<file path="src/sv/depth_profile_interpolator_macros.svh">
// Assertion macros used by the depth profile interpolator controller.
// In synthesis the macros expand to nothing.
`ifndef DEPTH_PROFILE_INTERPOLATOR_MACROS_SVH
`define DEPTH_PROFILE_INTERPOLATOR_MACROS_SVH
`ifndef SYNTHESIS
// Checked on every rising edge outside reset.
`define DPI_ASSERT(lbl, clk, rst, prop, msg) \
   lbl: assert property (@(posedge clk) disable iff (rst) prop) else $error(msg);
// Checked on every rising edge, reset included.
`define DPI_ASSERT_ALWAYS(lbl, clk, prop, msg) \
   lbl: assert property (@(posedge clk) prop) else $error(msg);
`else
`define DPI_ASSERT(lbl, clk, rst, prop, msg)
`define DPI_ASSERT_ALWAYS(lbl, clk, prop, msg)
`endif
`endif

</file>
<file path="src/sv/dpi_pkg.sv">
package dpi_pkg;

   // Fixed field widths of the request, response and register ports.
   localparam int OP_W     = 2;
   localparam int PI_W     = 6;
   localparam int ISO_W    = 4;
   localparam int CONC_W   = 17;
   localparam int PTS_W    = 7;
   localparam int ISOS_W   = 5;
   localparam int CSR_IDX_W = 1;
   localparam int CSR_DAT_W = 7;

   localparam logic [CONC_W-1:0] CONC_ONE = 17'd65536;

   // Operation codes.
   localparam logic [OP_W-1:0] OP_WR_DEPTH = 2'd0;
   localparam logic [OP_W-1:0] OP_WR_CONC  = 2'd1;
   localparam logic [OP_W-1:0] OP_QUERY    = 2'd2;

   // Register indexes.
   localparam logic [CSR_IDX_W-1:0] CFG_POINTS   = 1'b0;
   localparam logic [CSR_IDX_W-1:0] CFG_ISOTOPES = 1'b1;

   // Commands from the controller to the datapath.
   typedef struct packed {
      logic accept;     // item taken this cycle
      logic rd_x0;      // read the first breakpoint depth
      logic ld_x0;      // capture the first breakpoint depth
      logic compare;    // compare the query depth with the next breakpoint
      logic ld_c0;      // capture the left concentration, read the right one
      logic ld_c1;      // capture the right concentration
      logic ld_abs;     // form signs and magnitudes
      logic ld_prod;    // register the product and load the divider
      logic div_step;   // one quotient bit
      logic finish;     // register the response fields
   } dpi_cmd_type;

   // Status from the datapath to the controller.
   typedef struct packed {
      logic is_query;   // the offered item is a query
      logic less;       // query depth lies below the breakpoint just read
      logic at_last;    // the breakpoint just read is the last one in use
      logic past;       // the query lies at or beyond the last breakpoint
      logic div_last;   // the divider works on its final bit
   } dpi_status_type;

endpackage

</file>
<file path="src/sv/dpi_ctrl.sv">
module dpi_ctrl
   import dpi_pkg::*;
(
   input  logic           clock,
   input  logic           reset,
   input  logic           start,
   output logic           busy,
   output logic           rsp_valid,
   input  dpi_status_type status,
   output dpi_cmd_type    cmd
);

`include "depth_profile_interpolator_macros.svh"

   localparam logic [3:0] S_IDLE = 4'd0;
   localparam logic [3:0] S_X0   = 4'd1;
   localparam logic [3:0] S_X0W  = 4'd2;
   localparam logic [3:0] S_RD   = 4'd3;
   localparam logic [3:0] S_CMP  = 4'd4;
   localparam logic [3:0] S_C0   = 4'd5;
   localparam logic [3:0] S_C0W  = 4'd6;
   localparam logic [3:0] S_C1W  = 4'd7;
   localparam logic [3:0] S_MUL  = 4'd8;
   localparam logic [3:0] S_PROD = 4'd9;
   localparam logic [3:0] S_DIV  = 4'd10;
   localparam logic [3:0] S_FIN  = 4'd11;

   logic [3:0] state_ff;
   logic [3:0] state_in;
   logic       valid_ff;
   logic       valid_in;

   always_comb begin
      state_in = state_ff;
      unique case (state_ff)
         S_IDLE: begin
            if (start && status.is_query) state_in = S_X0;
         end
         S_X0:   state_in = S_X0W;
         S_X0W:  state_in = S_RD;
         S_RD:   state_in = S_CMP;
         S_CMP: begin
            if (status.less || status.at_last) state_in = S_C0;
            else state_in = S_RD;
         end
         S_C0:   state_in = S_C0W;
         S_C0W: begin
            if (status.past) state_in = S_FIN;
            else state_in = S_C1W;
         end
         S_C1W:  state_in = S_MUL;
         S_MUL:  state_in = S_PROD;
         S_PROD: state_in = S_DIV;
         S_DIV: begin
            if (status.div_last) state_in = S_FIN;
         end
         S_FIN:  state_in = S_IDLE;
         default: state_in = S_IDLE;
      endcase
   end

   assign valid_in = (state_ff == S_FIN);

   always_ff @(posedge clock) begin
      if (reset) begin
         state_ff <= S_IDLE;
         valid_ff <= 1'b0;
      end else begin
         state_ff <= state_in;
         valid_ff <= valid_in;
      end
   end

   assign busy      = (state_ff != S_IDLE);
   assign rsp_valid = valid_ff;

   always_comb begin
      cmd          = '0;
      cmd.accept   = start && (state_ff == S_IDLE);
      cmd.rd_x0    = (state_ff == S_X0);
      cmd.ld_x0    = (state_ff == S_X0W);
      cmd.compare  = (state_ff == S_CMP);
      cmd.ld_c0    = (state_ff == S_C0W);
      cmd.ld_c1    = (state_ff == S_C1W);
      cmd.ld_abs   = (state_ff == S_MUL);
      cmd.ld_prod  = (state_ff == S_PROD);
      cmd.div_step = (state_ff == S_DIV);
      cmd.finish   = (state_ff == S_FIN);
   end

   `DPI_ASSERT(a_query_starts, clock, reset, (cmd.accept && status.is_query) |=> (state_ff == S_X0), "accepted query did not start the search")
   `DPI_ASSERT(a_write_no_busy, clock, reset, (cmd.accept && !status.is_query) |=> !busy, "write item left the block busy")
   `DPI_ASSERT(a_single_strobe, clock, reset, rsp_valid |=> !rsp_valid, "result strobe lasted more than one cycle")
   `DPI_ASSERT(a_div_to_result, clock, reset, (state_ff == S_DIV && status.div_last) |=> ##1 rsp_valid, "last divider step gave no result")
   `DPI_ASSERT_ALWAYS(a_reset_idle, clock, reset |=> (!busy && !rsp_valid), "reset did not return the block to idle")

endmodule

</file>
<file path="config.mk">
export PLATFORM = sky130hd
export DESIGN_NAME = dpi_ctrl
export DESIGN_NICKNAME = d
export VERILOG_FILES = /design/src/sv/dpi_pkg.sv /design/src/sv/dpi_ctrl.sv
export VERILOG_INCLUDE_DIRS = /design/src /design/src/sv
export SDC_FILE = /design/constraint.sdc
export NUM_CORES = 1
export LEC_CHECK = 0
export CORE_AREA = 3 3 40 42
export DETAILED_ROUTE_END_ITERATION = 10
export DIE_AREA = 0 0 43 45
export DONT_BUFFER_PORTS = 1
export GPL_ROUTABILITY_DRIVEN = 0
export GPL_TIMING_DRIVEN = 0
export PLACE_DENSITY = 0.43
export REMOVE_ABC_BUFFERS = 1
export SYNTH_ARGS = -nofsm -noshare
export SYNTH_HDL_FRONTEND = slang
export SYNTH_SLANG_ARGS = --single-unit
</file>
<file path="constraint.sdc">
create_clock -name clock -period 2.7 [get_ports clock]
set_input_delay 0.135 -clock clock [delete_from_list [all_inputs] [get_ports clock]]
set_output_delay 0.135 -clock clock [all_outputs]
set_load 0.05 [all_outputs]
</file>
==> results list, run 1 <==
- Relative area change from synthesis to final layout: 7.143%
* Critical Setup Path Class: register to output port
* Element type at the critical path end: output port
* Static leakage: 0.1252 nW
- Across the run, the number of max-cap violations was 0.
- Arrival time at the worst endpoint: 2.20 ns
- Final hold violation count: 0
* Final wirelength: 785 µm
* Number of distinct library cell variants in the gate-level netlist after synthesis: 22
- Die area: 1935 µm²
- Total standard cell area after synthesis: 350.3 µm²
* Initial DRC Count: 4
* Synthesis warning total: 0
- Cell types with the highest counts after synthesis: 7 x sky130_fd_sc_hd__nor2_1, 5 x sky130_fd_sc_hd__dfxtp_1, 5 x sky130_fd_sc_hd__nor3_1
* Hold Crit Class: input pin to register
- Maximum fanout along the worst path: 10
- Once the clock tree was built, the setup fixing pass inserted 0 buffers.
- Number of buffers added to fix hold violations after cts: 1
- Number of detailed-route iterations in the first pass: 3
- The initial antenna violation count is 0.
- At the later pin of the worst-skew pair, clock insertion delay measures 0.24 ns.
* Clock sink total: 5
* TritonCTS clock tree: done
- The synthesized netlist devotes 21.79% of its cell area to compound gates.
- Share of the synthesized area in the top cell type: 28.57%
- The worst register-to-register path has a depth of 3.
* Standard-cell rows: 13
* Share of synthesized area occupied by flip-flops and latches: 28.57%
- Dividing the synthesized area by the synthesized cell count gives 7.962 µm².
- Setup violations remaining at the end of the flow were counted as 0.
* Number of global-route vias before repair: 290
* Main combinational cell family by area after synthesis: simple AND/OR/NAND/NOR gates
- Number of inserted diodes: 0
- During placement, the flow inserted port buffers numbering 0.
- The smallest clock period supported by the final layout is computed as 2.333 ns.
- The worst setup path is launched from a register.
* Core Region: 1285 µm²
* Most common cell in the netlist: sky130_fd_sc_hd__nor2_1
- Of all flip-flops after synthesis, the portion carrying an async set or reset was 0%.
- Counting flops with a built-in enable in the synthesized netlist gives 0.
* Post-Synth Simple-Gate Area: 35.00%
- The most critical setup path has its startpoint at state_ff[2]$_SDFFE_PP0P_.
* Post-synthesis sequential element count: 5
* Clock-pin slew of the registers on the worst-case setup and hold paths: 0.04 ns
* Worst voltage drop across the vdd grid: 0.0003209 V
- Antenna-violating nets left: 0
- Max Clk Rate: 0.4286 GHz
- CTS built an H-tree with a depth of 1.
* Wirelength per Cell: 13.08 µm
* Worst-case headroom to the max-slew limit: 2.917%
* Post-CTS resize count: 0
- Die height: 45 µm
- Final total negative setup slack: 0 ns
- In this run the power density over the cells is 738.3 nW/µm².
- Number of clock buffers inserted by TritonCTS: 3
* Fraction of final layout cells with drive strength greater than 1: 15.56%
- Via-per-instance ratio: 5.100
- The synthesized netlist devotes 2.500% of its cell area to XOR and XNOR gates.
- Between clock sinks in the finished design, the worst skew comes to 0.001567 ns.
- Count of nets after finishing: 54
- Post-synthesis share of cell area spent on full adders, half adders and majority gates: 0%
- The total overflow left after global routing is 0.
- Leading cell types by total area after synthesis: sky130_fd_sc_hd__dfxtp_1 29%, sky130_fd_sc_hd__nor2_1 7.5%, sky130_fd_sc_hd__nor3_1 7.1%, sky130_fd_sc_hd__buf_6 6.4%, sky130_fd_sc_hd__or2b_1 6.4%
- The worst register-to-register path has a setup slack of 1.40 ns.
* Starting Density: 27.26%
- The biggest area contributor in the post-synthesis netlist is sky130_fd_sc_hd__dfxtp_1.
* Total Routing Usage GR: 8.909%
- Final-report max-slew violation count: 0
- Entering global routing, the biggest net connects 13 pins.
- The wire-length estimate of the detail-placed layout is 617.5 µm.
- For the pin with the worst max-slew slack, the measured transition is 1.445 ns.
- For this block, the via count after detailed routing is 306.
* Capturing element of the worst setup path: cmd[6]
- Remaining routing DRC violations: 0
- Summed area of non-filler cells in the final layout: 375.4 µm²
- 20 I/O pins were placed.
* Unrepaired setup endpoints after global routing: no
* Longest Clk Path Bufs: 2
- CTS placed an instance of sky130_fd_sc_hd__clkbuf_4 at the clock tree root.
- The worst path uses 86.41% of the clock period.
* Critical path data required time: 2.57 ns
* First-pass GRT wire length: 1.193 mm
- Result of the run: finished clean
- The die is 43 µm wide.
- In the synthesized netlist, mux cells make up 0% of the area.
* Most used DFF post-synth: sky130_fd_sc_hd__dfxtp_1
- Synthesis produced a netlist whose cell count is 44.
* Area after DPL: 334.1 µm²
- Reg2reg end: state_ff[2]$_SDFFE_PP0P_
- The startpoint identified for the worst register-to-register timing path is state_ff[1]$_SDFFE_PP0P_.
-- per-layer routing --
layer  vias up  share of wire, %  track usage, %
li1        153                 -               -
met1       140                38           8.434
met2        11                51           13.47
met3         2               9.6           8.367
met4         0               1.3           3.614
met5         -                 0               0
-- state kept, by name, indices dropped and copies added, names as in the netlist --
signal and count:
rsp_valid 1, state_ff 4
-- layout make-up --
type / instances / area, µm²
Tap cell: 15 / 18.77
Sequential cell: 5 / 100.1
Inverter: 2 / 7.507
Timing Repair Buffer: 1 / 10.01
Clock buffer: 4 / 26.28
Fill cell: 152 / 909.6
Multi-Input combinational cell: 33 / 212.7
-- worst max-delay path, cell delays in order, from the launching register on --
cell and delay (ns):
sky130_fd_sc_hd__dfxtp_1 0.54, sky130_fd_sc_hd__or2b_1 0.32, sky130_fd_sc_hd__nor3_1 1.10
-- worst min path at each step --
stage	from	endpoint	slack [ns]	cells past startpoint
after floorplan	reset	state_ff[2]$_SDFFE_PP0P_	0.20	1
after detailed placement	reset	state_ff[2]$_SDFFE_PP0P_	0.20	1
after CTS	start	state_ff[0]$_SDFFE_PP0P_	0.05	2
final	start	state_ff[0]$_SDFFE_PP0P_	0.05	2
after global routing	start	state_ff[0]$_SDFFE_PP0P_	0.03	2
after global placement	reset	state_ff[2]$_SDFFE_PP0P_	0.20	1
-- where the power goes --
part | internal (mW) | total, mW | switching, mW
sequential | 0.0805 | 0.0981 | 0.0176
combinational | 0.0210 | 0.0931 | 0.0721
clock | 0.0558 | 0.0859 | 0.0301
-- logic make-up after synthesis --
| kind of cell | after synthesis |
|---|---|
| simple gates | 24 |
| compound gates | 8 |
| buf+inv | 6 |
| flops | 5 |
| xor+xnor | 1 |
-- per-stage QoR --
| stage | std cells | util, % | hold WS [ns] | power [mW] | setup slack (ns) |
|---|---|---|---|---|---|
| finish | 60 | 29.21 | 0.05385 | 0.2771 | 0.3668 |
| CTS | 60 | 28.82 | 0.04709 | 0.2814 | 0.3673 |
| detailed placement | 55 | 26.00 | 0.2033 | 0.1894 | 0.6345 |
| global route | 60 | 29.21 | 0.03416 | 0.2979 | 0.2583 |
| floorplan | 40 | - | 0.1996 | 0.1791 | 0.7547 |
| global placement | 55 | 26.00 | 0.2019 | 0.1883 | 0.6560 |
-- cells in the final DEF, fill, tap and decap left out, types with 2 or more instances in the layout --
cell and instances:
sky130_fd_sc_hd__and2_1 2, sky130_fd_sc_hd__clkbuf_4 3, sky130_fd_sc_hd__dfxtp_1 5, sky130_fd_sc_hd__nand2_1 3
sky130_fd_sc_hd__nand2b_1 3, sky130_fd_sc_hd__nor2_1 7, sky130_fd_sc_hd__nor3_1 4, sky130_fd_sc_hd__or2b_1 3
Note: power is estimated with default switching activity, not from simulation.
==> run 2, diff against run 1 <==
Settings changed: PLACE_DENSITY 0.43 to 0.47.
==> results list, run 2 (synthesis results as in run 1) <==
- In this run the number of H-tree levels came out at 1.
- The die covers 1935 µm².
* Final-report max-slew violation count: 0
- Flip-flop count of the largest register, all copies and words added: 4
* Total area of sequential cells: 100.1 µm²
- Standard-cell rows: 13
- The count of nets left with antenna violations once routing finished came out at 0.
- Quantity of I/O buffers inserted on ports: 0
- Launching element of the worst setup path: state_ff[2]$_SDFFE_PP0P_
* Via-per-instance ratio: 5.017
* Fraction of final layout cells with drive strength greater than 1: 20.00%
- The largest individual stage delay along the critical path comes from the cell sky130_fd_sc_hd__nor3_1.
- Setup violations remaining at the end of the flow were counted as 0.
- Max Clk Rate: 0.4267 GHz
- Final total negative setup slack: 0 ns
- From left edge to right edge, the die measures 43 µm.
* Number of buffers inserted to repair setup after CTS: 0
- The initial antenna violation count was 0.
* Comb power frac: 33.6%
- Net switching is 43.38% of the power.
* Commonest cells after routing, fill and taps aside: 7 x sky130_fd_sc_hd__nor2_1, 5 x sky130_fd_sc_hd__dfxtp_1
- TritonCTS built the clock tree.
- The area growth from synthesis to layout is 10.00%.
- In this run the power spent charging and discharging nets is 0.1209 mW.
- In this run the critical register-to-register path is launched from state_ff[1]$_SDFFE_PP0P_.
- Measured against its own limit, the worst slew margin works out to 4.804%.
- Static leakage: 0.1328 nW
- Global routing finished with a remaining overflow of 0.
* Maximum clock skew at final layout: 0.001574 ns
* Startpoint type of the worst setup path: register
* Clock sink total: 5
- The via count of the first global-routing pass came to 282.
* Number of inserted diodes: 0
- Total of fill cells in the finished design: 144
- 20 I/O pins were placed.
- The critical path goes through or2b_1 > nor3_1.
- The register with the most flip-flops in the final layout is state_ff.
* Multi-input gate area: 222.7 µm²
* Initial DRC Count: 8
* Core Region: 1285 µm²
- Delay contributed by the slowest stage of the critical path: 1.08 ns
- Final wirelength: 769 µm
- DP HPWL: 579.9 µm
- Clock-pin slew was measured on the worst setup and hold paths at 0.04 ns.
- Remaining routing DRC violations: 0
- The first detailed-routing pass ran for 4 iterations.
- Post-route worst hold slack: 0.06197 ns
- Arrival time at the worst endpoint: 2.21 ns
- The first global-routing pass estimated 1.131 mm of wire.
* Total internal power: 0.1578 mW
- STA puts the critical path data required time at 2.57 ns.
- Count of vias placed by the detailed router: 301
* Worst Tran Pin Value: 1.417 ns
* Unrepaired setup endpoints after global routing: no
- Cell family contributing the most delay on the critical path: simple AND/OR/NAND/NOR gates
- Buffers inserted during clock tree synthesis total 3.
- The number of hold violations in the final report came to 0.
- Critical Setup Path Class: register to output port
* Number of buffers and inverters on the critical path: 0
- Fraction of power consumed by the clock network: 30.5%
- The worst hold path begins at start.
* Worst voltage drop across the vdd grid: 0.0001822 V
- Dividing the final minimum period by the clock period gives 86.79%.
- Pin count of the biggest net entering global routing: 13
- The final layout contains 54 nets.
- Of all nets on the critical path, the largest fanout is 10.
- For this design the ratio of total power to cell area is 723.1 nW/µm².
- The tool flagged a number of max-cap violations equal to 0.
* Clock latency on the worst-skew pair: 0.24 ns
- The flow ran to the end, and the final reports show no timing, DRC or antenna violations.
- STA classifies the critical path endpoint as an output port.
- The library cell used most frequently in the layout, excluding fill and tap cells, is sky130_fd_sc_hd__nor2_1.
- Longest Clk Path Bufs: 2
* Shortest period the worst path allows: 2.343 ns
- Total Routing Usage GR: 8.410%
- Hold Crit Class: input pin to register
- Register share of total power: 35.9%
* CTS Root Cell: sky130_fd_sc_hd__clkbuf_4
- Once the floorplan was initialized, standard cells occupied 27.26% of the core.
* Wirelength per Cell: 12.82 µm
- Measured along the y axis, the die boundary spans 45 µm.
run 2: worst paths after layout:
check / to / slack, ns / depth (start not counted)
max: cmd[6] / 0.36 / 2
min: state_ff[0]$_SDFFE_PP0P_ / 0.06 / 2
max reg2reg: state_ff[2]$_SDFFE_PP0P_ / 1.35 / 3
min reg2reg: state_ff[2]$_SDFFE_PP0P_ / 0.64 / 2
run 2: metrics by stage:
step / setup WS, ns / instance area [µm²] / std cells / power, mW / utilization [%]
4_1_cts: 0.3676 / 370.4 / 60 / 0.2800 / 28.82
2_1_floorplan: 0.7547 / 315.3 / 40 / 0.1791 / -
5_1_grt: 0.2628 / 385.4 / 60 / 0.2927 / 29.99
6_report: 0.3566 / 385.4 / 60 / 0.2787 / 29.99
3_5_place_dp: 0.6233 / 334.1 / 55 / 0.1892 / 26.00
3_3_place_gp: 0.6364 / 334.1 / 55 / 0.1892 / 26.00
run 2: repair_timing:
action                                 in CTS  in global routing
gates resized for setup                     0                  0
hold buffers                                1                  0
endpoints found under the hold margin       5                  0
setup endpoints to repair                   0                  0
run 2: cell type report:
| cell class | count | share of cell area (%) |
|---|---|---|
| inverter | 2 | 1.948 |
| sequential | 5 | 25.97 |
| tap | 15 | 4.870 |
| clock buffer | 4 | 6.818 |
| timing repair buffer | 1 | 2.597 |
| multi-input combinational | 33 | 57.79 |
run 2: power by group through the flow:
stage	clock network [mW]	logic [mW]	registers, mW
floorplan	0	0.0848	0.0943
global placement	0	0.0900	0.0992
detailed placement	0	0.0905	0.0987
CTS	0.0894	0.0930	0.0976
global route	0.0908	0.102	0.100
finish	0.0851	0.0937	0.0999
run 2: routing by layer:
metal | routed length [µm] | share of wire (%) | vias to the layer above | GRT usage, %
met5 | 0 | 0 | - | 0
met4 | 8 | 1.0 | 0 | 9.036
met3 | 76 | 9.9 | 2 | 3.586
met2 | 379 | 49 | 9 | 13.77
met1 | 305 | 40 | 137 | 7.470
li1 | - | - | 153 | -
run 2: worst reg2reg max path, delay by kind of cell, from the launching register on:
family           cells  cell delay [ns]
flip-flops           1             0.56
AND/OR/NAND/NOR      1             0.19
AO/OA/AOI/OAI        2             0.52
